--- src/rtl/core/hpr_pkg.sv ---
// ============================================================================
// hpr_pkg : shared types and constants for the hazard pointer reclaimer
// Sizes, payload structs, controller states and the controller/datapath
// command and status structs.
// ============================================================================
`timescale 1ns / 1ps
`default_nettype none

package hpr_pkg;

    // Sizing
    localparam int THREADS      = 8;
    localparam int SLOTS        = 4;
    localparam int RETIRE_DEPTH = 32;
    localparam int PTR_BITS     = 48;

    localparam int HAZ_ENTRIES  = THREADS * SLOTS * 2;
    localparam int HAZ_AW       = (HAZ_ENTRIES > 1) ? $clog2(HAZ_ENTRIES) : 1;
    localparam int IDX_W        = $clog2(RETIRE_DEPTH);
    localparam int CNT_W        = $clog2(RETIRE_DEPTH + 1);
    localparam int THR_W        = 6;

    localparam logic [THR_W-1:0] THRESH_RESET = THR_W'(20);

    // Command codes
    localparam logic [1:0] CMD_PUBLISH = 2'd0;
    localparam logic [1:0] CMD_RETIRE  = 2'd1;
    localparam logic [1:0] CMD_FLUSH   = 2'd2;

    // Status codes
    localparam logic ST_FREED    = 1'b0;
    localparam logic ST_REJECTED = 1'b1;

    typedef struct packed {
        logic [1:0]          cmd;
        logic [2:0]          thread_id;
        logic [1:0]          slot_index;
        logic                slot_kind;
        logic [PTR_BITS-1:0] pointer_value;
    } t_in_item;

    typedef struct packed {
        logic [PTR_BITS-1:0] freed_pointer;
        logic                last;
        logic                status;
    } t_out_item;

    typedef enum logic [3:0] {
        S_IDLE,
        S_DECODE,
        S_FL_RD,
        S_FL_EMIT,
        S_SC_RD,
        S_SC_HZ,
        S_SC_DEC,
        S_SC_FIN,
        S_CP_RD,
        S_CP_WR,
        S_CP_END
    } t_state;

    typedef enum logic [2:0] {
        IDX_HOLD,
        IDX_CNT,
        IDX_TOP,
        IDX_DEC,
        IDX_INC,
        IDX_CLR
    } t_idx_op;

    typedef enum logic [1:0] {
        CNT_HOLD,
        CNT_INC,
        CNT_CLR,
        CNT_WPTR
    } t_cnt_op;

    typedef enum logic [2:0] {
        OUT_NONE,
        OUT_REJECT,
        OUT_FLUSH,
        OUT_PEND,
        OUT_PEND_LAST
    } t_out_op;

    // Controller to datapath
    typedef struct packed {
        logic    latch;
        logic    haz_wr;
        logic    list_wr;
        logic    list_rd;
        logic    scan_clr;
        logic    scan_init;
        logic    haz_rd;
        logic    decide;
        logic    cp_wr;
        logic    wptr_clr;
        t_idx_op idx_op;
        t_cnt_op cnt_op;
        t_out_op out_op;
    } t_dp_cmd;

    // Datapath to controller
    typedef struct packed {
        logic [1:0] cmd;
        logic       pub_ok;
        logic       list_full;
        logic       list_empty;
        logic       scan_need;
        logic       idx_zero;
        logic       idx_top;
        logic       hidx_last;
        logic       hit;
        logic       pend_vld;
    } t_dp_stat;

endpackage

`default_nettype wire

--- src/rtl/core/hpr_ctrl.sv ---
// ============================================================================
// hpr_ctrl : reclaimer sequencer
// Steps publish, retire, scan, compaction and flush through the datapath.
// ============================================================================
`timescale 1ns / 1ps
`default_nettype none

module hpr_ctrl (
    input  wire                 i_clk,
    input  wire                 i_rst_n,
    input  wire                 start,
    output logic                busy,
    input  hpr_pkg::t_dp_stat   i_stat,
    output hpr_pkg::t_dp_cmd    o_cmd
);

    hpr_pkg::t_state r_state;
    hpr_pkg::t_state n_state;

    // State register
    always_ff @(posedge i_clk) begin
        if (!i_rst_n) begin
            r_state <= hpr_pkg::S_IDLE;
        end else begin
            r_state <= n_state;
        end
    end

    assign busy = (r_state != hpr_pkg::S_IDLE);

    // Next state and datapath commands
    always_comb begin
        n_state          = r_state;
        o_cmd            = '0;
        o_cmd.idx_op     = hpr_pkg::IDX_HOLD;
        o_cmd.cnt_op     = hpr_pkg::CNT_HOLD;
        o_cmd.out_op     = hpr_pkg::OUT_NONE;

        unique case (r_state)
            hpr_pkg::S_IDLE: begin
                if (start) begin
                    o_cmd.latch = 1'b1;
                    n_state     = hpr_pkg::S_DECODE;
                end
            end

            hpr_pkg::S_DECODE: begin
                n_state = hpr_pkg::S_IDLE;
                if (i_stat.cmd == hpr_pkg::CMD_PUBLISH) begin
                    o_cmd.haz_wr = i_stat.pub_ok;
                end else if (i_stat.cmd == hpr_pkg::CMD_RETIRE) begin
                    if (i_stat.list_full) begin
                        o_cmd.out_op = hpr_pkg::OUT_REJECT;
                    end else begin
                        o_cmd.list_wr  = 1'b1;
                        o_cmd.cnt_op   = hpr_pkg::CNT_INC;
                        o_cmd.idx_op   = hpr_pkg::IDX_CNT;
                        o_cmd.scan_clr = 1'b1;
                        if (i_stat.scan_need) begin
                            n_state = hpr_pkg::S_SC_RD;
                        end
                    end
                end else if (i_stat.cmd == hpr_pkg::CMD_FLUSH) begin
                    if (!i_stat.list_empty) begin
                        o_cmd.idx_op = hpr_pkg::IDX_TOP;
                        n_state      = hpr_pkg::S_FL_RD;
                    end
                end
            end

            // Flush: newest to oldest, one entry at a time, read then emit
            hpr_pkg::S_FL_RD: begin
                o_cmd.list_rd = 1'b1;
                n_state       = hpr_pkg::S_FL_EMIT;
            end

            hpr_pkg::S_FL_EMIT: begin
                o_cmd.out_op = hpr_pkg::OUT_FLUSH;
                if (i_stat.idx_zero) begin
                    o_cmd.cnt_op = hpr_pkg::CNT_CLR;
                    n_state      = hpr_pkg::S_IDLE;
                end else begin
                    o_cmd.idx_op = hpr_pkg::IDX_DEC;
                    n_state      = hpr_pkg::S_FL_RD;
                end
            end

            // Scan: fetch one listed pointer, sweep the hazard table
            hpr_pkg::S_SC_RD: begin
                o_cmd.list_rd   = 1'b1;
                o_cmd.scan_init = 1'b1;
                n_state         = hpr_pkg::S_SC_HZ;
            end

            hpr_pkg::S_SC_HZ: begin
                o_cmd.haz_rd = 1'b1;
                if (i_stat.hidx_last) begin
                    n_state = hpr_pkg::S_SC_DEC;
                end
            end

            hpr_pkg::S_SC_DEC: begin
                o_cmd.decide = 1'b1;
                // a new free pushes the held one out; it is not the last
                if (!i_stat.hit && i_stat.pend_vld) begin
                    o_cmd.out_op = hpr_pkg::OUT_PEND;
                end
                if (i_stat.idx_zero) begin
                    n_state = hpr_pkg::S_SC_FIN;
                end else begin
                    o_cmd.idx_op = hpr_pkg::IDX_DEC;
                    n_state      = hpr_pkg::S_SC_RD;
                end
            end

            hpr_pkg::S_SC_FIN: begin
                if (i_stat.pend_vld) begin
                    o_cmd.out_op = hpr_pkg::OUT_PEND_LAST;
                end
                o_cmd.idx_op   = hpr_pkg::IDX_CLR;
                o_cmd.wptr_clr = 1'b1;
                n_state        = hpr_pkg::S_CP_RD;
            end

            // Compaction: oldest to newest, survivors packed downward
            hpr_pkg::S_CP_RD: begin
                o_cmd.list_rd = 1'b1;
                n_state       = hpr_pkg::S_CP_WR;
            end

            hpr_pkg::S_CP_WR: begin
                o_cmd.cp_wr = 1'b1;
                if (i_stat.idx_top) begin
                    n_state = hpr_pkg::S_CP_END;
                end else begin
                    o_cmd.idx_op = hpr_pkg::IDX_INC;
                    n_state      = hpr_pkg::S_CP_RD;
                end
            end

            hpr_pkg::S_CP_END: begin
                o_cmd.cnt_op = hpr_pkg::CNT_WPTR;
                n_state      = hpr_pkg::S_IDLE;
            end

            default: begin
                n_state = hpr_pkg::S_IDLE;
            end
        endcase
    end

endmodule

`default_nettype wire

--- config.mk ---
export PLATFORM = sky130hd
export DESIGN_NAME = hpr_ctrl
export DESIGN_NICKNAME = d
export VERILOG_FILES = /design/src/rtl/core/hpr_pkg.sv /design/src/rtl/core/hpr_ctrl.sv
export SDC_FILE = /design/constraint.sdc
export NUM_CORES = 1
export LEC_CHECK = 0
export BUFFER_PORTS_ARGS = -buffer_cell sky130_fd_sc_hd__clkbuf_2
export CORE_UTILIZATION = 29
export DETAILED_ROUTE_END_ITERATION = 7
export GPL_TIMING_DRIVEN = 1
export SYNTH_ARGS = -nofsm -noshare
export SYNTH_HDL_FRONTEND = slang
export SYNTH_SLANG_ARGS = --single-unit
export TNS_END_PERCENT = 50
--- constraint.sdc ---
create_clock -name i_clk -period 1.2 [get_ports i_clk]
set_input_delay 0.18 -clock i_clk [delete_from_list [all_inputs] [get_ports i_clk]]
set_output_delay 0.18 -clock i_clk [all_outputs]
set_load 0.05 [all_outputs]
### Word-level counts from Yosys, hierarchy flattened

Cells that the tools add are included.
W data, S select, Z words.

| cells by class | value |
|---|---|
| equal/unequal tests | 14 |
| mux-type cells | 41 |
| reductions and logical operators | 8 |

Operator list:

| operator | number |
|---|---|
| $pmux W4 S10 | 1 |
| $mux W4 | 6 |
| $pmux W3 S4 | 2 |
| $mux W2 | 10 |
| $eq A4 B3 Y1 const B | 4 |
| $mux W3 | 5 |
| $mux W1 | 14 |
| $eq A4 B4 Y1 const B | 3 |
| $eq A4 B2 Y1 const B | 2 |
| $mux W8 | 1 |
| $pmux W2 S3 | 1 |
| $mux W5 | 1 |
| $eq A4 B1 Y1 const B | 1 |
| $logic_not A4 Y1 | 1 |
| $ne A2 B2 Y1 const B | 2 |
| $reduce_bool A4 Y1 | 1 |
| $reduce_or A3 Y1 | 1 |
| $eq A2 B1 Y1 const B | 1 |
| $eq A2 B2 Y1 const B | 1 |
| $logic_not A2 Y1 | 1 |
| $reduce_and A2 Y1 | 1 |
| $reduce_or A2 Y1 | 1 |
| $logic_and A1 B1 Y1 | 1 |
| $logic_not A1 Y1 | 1 |

| word-level totals | value |
|---|---|
| register bits | 4 |
| input port bits | 14 |
| output and inout bits | 19 |
| logic and storage cells | 64 |

### Logic depth before layout (Yosys ltp)

| logic depth | value |
|---|---|
| depth in word-level cells | 5 |
| depth in mapped cells | 6 |
| mapped depth without buffers | 3 |

### Worst setup path after synthesis

OpenSTA, ideal clock, no wires.

| timing path | value |
|---|---|
| path kind | register to output |
| from | reg r_state[2] |
| to | out o_cmd[3] (netlist name) |
| arrival time | 2.230 ns |
| path slack | -1.210 ns |
| stages on the path, launching flop included | 4 |
| buffers on the path | 2 |
| cells stage by stage | dfxtp_1 -> buf_6 -> buf_2 -> o41ai_1 |

RTL lines:

| what | line | text |
|---|---|---|
| start, declared | hpr_ctrl.sv:17 | `hpr_pkg::t_state r_state;` |
| start signal, assigned | hpr_ctrl.sv:23 | `r_state <= hpr_pkg::S_IDLE;` |
| start signal, assigned | hpr_ctrl.sv:25 | `r_state <= n_state;` |
| end, declared | hpr_ctrl.sv:14 | `output hpr_pkg::t_dp_cmd o_cmd` |

==> results by group <==
Power and ir drop
  – Cell Pwr Density: roughly 480 nW/um^2
  – LEAKAGE: between 0.6 and 0.7 nW
  – Overall Power: 675 uW
  – Maximum vdd drop: 587 uV

Setup path
  – Slowest cell delay on critical path: between 0.4 and 0.5 ns
  – Max stage delay cell, worst path: or3b_4
  – Crit path cell chain: nand2b_1 -> or3b_4 -> o22ai_2 -> buf_8
  – Setup crit end kind: output pin
  – Required time of the critical path: 1.02 ns
  – Reg2reg start: r_state[0]
  – Critical Path Start Type: flop
  – Crit path buffers/inverters: 1
  – Family with the most delay on the worst path: simple AND/OR/NAND/NOR gates
  – Critical path type: flop to output pin
  – Critical Path AT: around 1.6 ns
  – Crit-path max FO: 3
  – CP Launch Point: r_state[0]

Floorplan
  – Die area: between 2000 and 2500 sq um
  – Die X: 45.5 um
  – Initial core utilization: 0.315
  – Ports: 33
  – Core area: 1750 sq um
  – Vert. Die Dim: ~46 um
  – Rows: 15

Synth
  – Synth Instances: ~80
  – Post-synth EDFFs: 0
  – Register bit total from synthesis: 4
  – Post-synth cell types: 39
  – Sequential area share after synthesis: 0.146
  – Main synth FF type: dfxtp_1
  – Synth Cell Area: between 500 and 600 sq um
  – Mean Syn Cell Area: 7.04 sq um
  – Ys async rst share: 0
  – Synthesized Nets: between 90 and 100
  – Yosys warning total: 0

Global routing
  – First-pass GRT wire length: 3490 um
  – Total track usage: 0.237
  – Pin count of the biggest net entering global routing: 15
  – Grt total ovfl: 0
  – Vias in the first global route: approximately 840
  – Initial antenna violation count: 0

Final layout
  – Antenna Cells: 0
  – Largest register FFs: 4
  – Most flops, register: r_state
  – Final #Nets: 155
  – Synthesis-to-finish area growth: 159%
  – Fill cells: 108
  – Ratio of cells with drive above 1 in the final layout: 0.793
  – Largest registers: r_state (4)

Timing
  – Peak Freq: 0.561 GHz
  – Fin crit share: 1.48
  – Hold Violations, Final: 0
  – Clk_skew: ~0.017 ns
  – Min cycle time layout: ~1.8 ns
  – Final setup vio count: 22
  – Worst setup margin: -0.581 ns
  – Setup TNS: -8.33 ns
  – RSZ-0062 raised after global routing: true
  – Fin. max-slew vios: 0
  – Max transition margin: 0.797
  – Slew @ Worst Pin: 0.302 ns

Detailed routing
  – ANT nets after route: 0
  – Vias: between 800 and 900
  – Routed vias/inst: approximately 5.2
  – Routed length per instance: approximately 16 um
  – Drc violations: 0
  – WL final: approximately 2600 um
  – DRT iter0 DRCs: 9
  – DRT Pass-1 Iters: 4

Clock tree
  – Total clock sinks: 4
  – Clk slew on worst S/H paths: 0.05 ns
  – TritonCTS Buffers: 3
  – CTS tree: yes
  – Clk_lat worst skew: between 0.2 and 0.3 ns
  – CTS Hold Bufs: 0
  – H-tree levels: 1
  – Root Buffer: clkbuf_4
  – CTS Buffer Depth: 2

Placement
  – Port Buffers: 32
  – DP HPWL: 1570 um
  – Final GP Congestion: ~0.85

Worst hold path
  – Worst Hold Launch: i_stat[2]
  – Worst hold path type: input pin to flop

Run
  – Max-cap viol count: 0

Run status
  – Failing checks: negative setup slack
  – Status: finished, violations left
-- final timing paths --
| path | to | slack (ns) | cells past startpoint |
|---|---|---|---|
| max | o_cmd[0] | -0.58 | 4 |
| min | r_state[0] | 0.20 | 3 |
| max reg2reg | r_state[0] | -0.30 | 6 |
| min reg2reg | r_state[3] | 0.71 | 3 |
-- tightest hold or removal path: stages --
cell and delay, ns:
clkbuf_2 0.08, nand2b_1 0.08, o32ai_1 0.07
-- routing by layer --
metal / global-route usage / vias up / wire length [um]
met3: 0.0159 / 6 / 98
met1: 0.245 / 404 / 1010
met4: 0.127 / 0 / 68
li1: - / 411 / -
met5: 0 / - / 0
met2: 0.463 / 34 / 1410
-- metrics by stage --
stage | hold slack [ns] | cell area (sq um) | setup slack, ns | cells | util
2_1_floorplan | 0.308 | 673 | -0.471 | 78 | -
3_3_place_gp | 0.452 | 1030 | -0.345 | 155 | 0.589
3_5_place_dp | 0.459 | 1030 | -0.380 | 155 | 0.589
4_1_cts | 0.197 | 1340 | -0.544 | 162 | 0.766
5_1_grt | 0.214 | 1420 | -0.604 | 165 | 0.814
6_report | 0.201 | 1420 | -0.581 | 165 | 0.814
-- synth_stat cells (2+ instances only) --
cell / instances / area [sq um]
or4_4: 2 / 22.5
nand2_1: 5 / 18.8
nor2_1: 7 / 26.3
inv_1: 5 / 18.8
buf_6: 2 / 22.5
nor2b_1: 3 / 18.8
nor3_1: 5 / 25.0
nand2b_1: 3 / 18.8
a21oi_1: 6 / 30.0
dfxtp_1: 4 / 80.1
nand4_1: 2 / 12.5
o21ai_1: 3 / 15.0
and3b_1: 2 / 17.5
nand3_1: 2 / 10.0
buf_2: 3 / 15.0
-- repair_timing --
item	CTS	global route
cloned	0	0
pin swaps	9	3
buffers inserted	3	3
setup endpoints to repair	23	23
gates resized for setup	61	23
-- area by class of cell --
cell class | instances | area [sq um] | share of cell area
Multi-Input combinational cell | 61 | 582 | 0.409
Tap cell | 25 | 31.3 | 0.0220
Timing Repair Buffer | 65 | 661 | 0.465
Inverter | 6 | 31.3 | 0.0220
Sequential cell | 4 | 90.1 | 0.0634
Clock buffer | 4 | 26.3 | 0.0185
-- power by group --
group | switching (mW) | internal (mW)
Sequential | 0.00685 | 0.136
Clock | 0.0761 | 0.126
Combinational | 0.167 | 0.163
-- cells in the final DEF, fill, tap and decap left out, types with 2 or more instances in the layout --
cell type,n
clkbuf_2,13
nand4_1,2
buf_4,26
nor2_4,3
nand2_1,2
o21ai_1,2
clkbuf_16,2
a21oi_2,4
nand2_2,2
nor2_2,3
a21oi_1,2
inv_2,2
dfxtp_2,2
and3b_1,2
nor3_2,2
clkbuf_8,2
dfxtp_4,2
nor3_4,2
buf_8,13
or4_4,2
inv_1,2
clkbuf_4,3
buf_6,6
nand2b_1,3
buf_12,3
-- cells by family (layout without fill, tap and decap cells) --
family / count (synthesis) / count (layout) / share of synthesized area
and+or+nand+nor: 39 / 39 / 0.446
buffers and inverters: 13 / 75 / 0.130
AOI/OAI and AO/OA: 22 / 22 / 0.278
DFF: 4 / 4 / 0.146
Note: power is estimated with default switching activity, not from simulation.
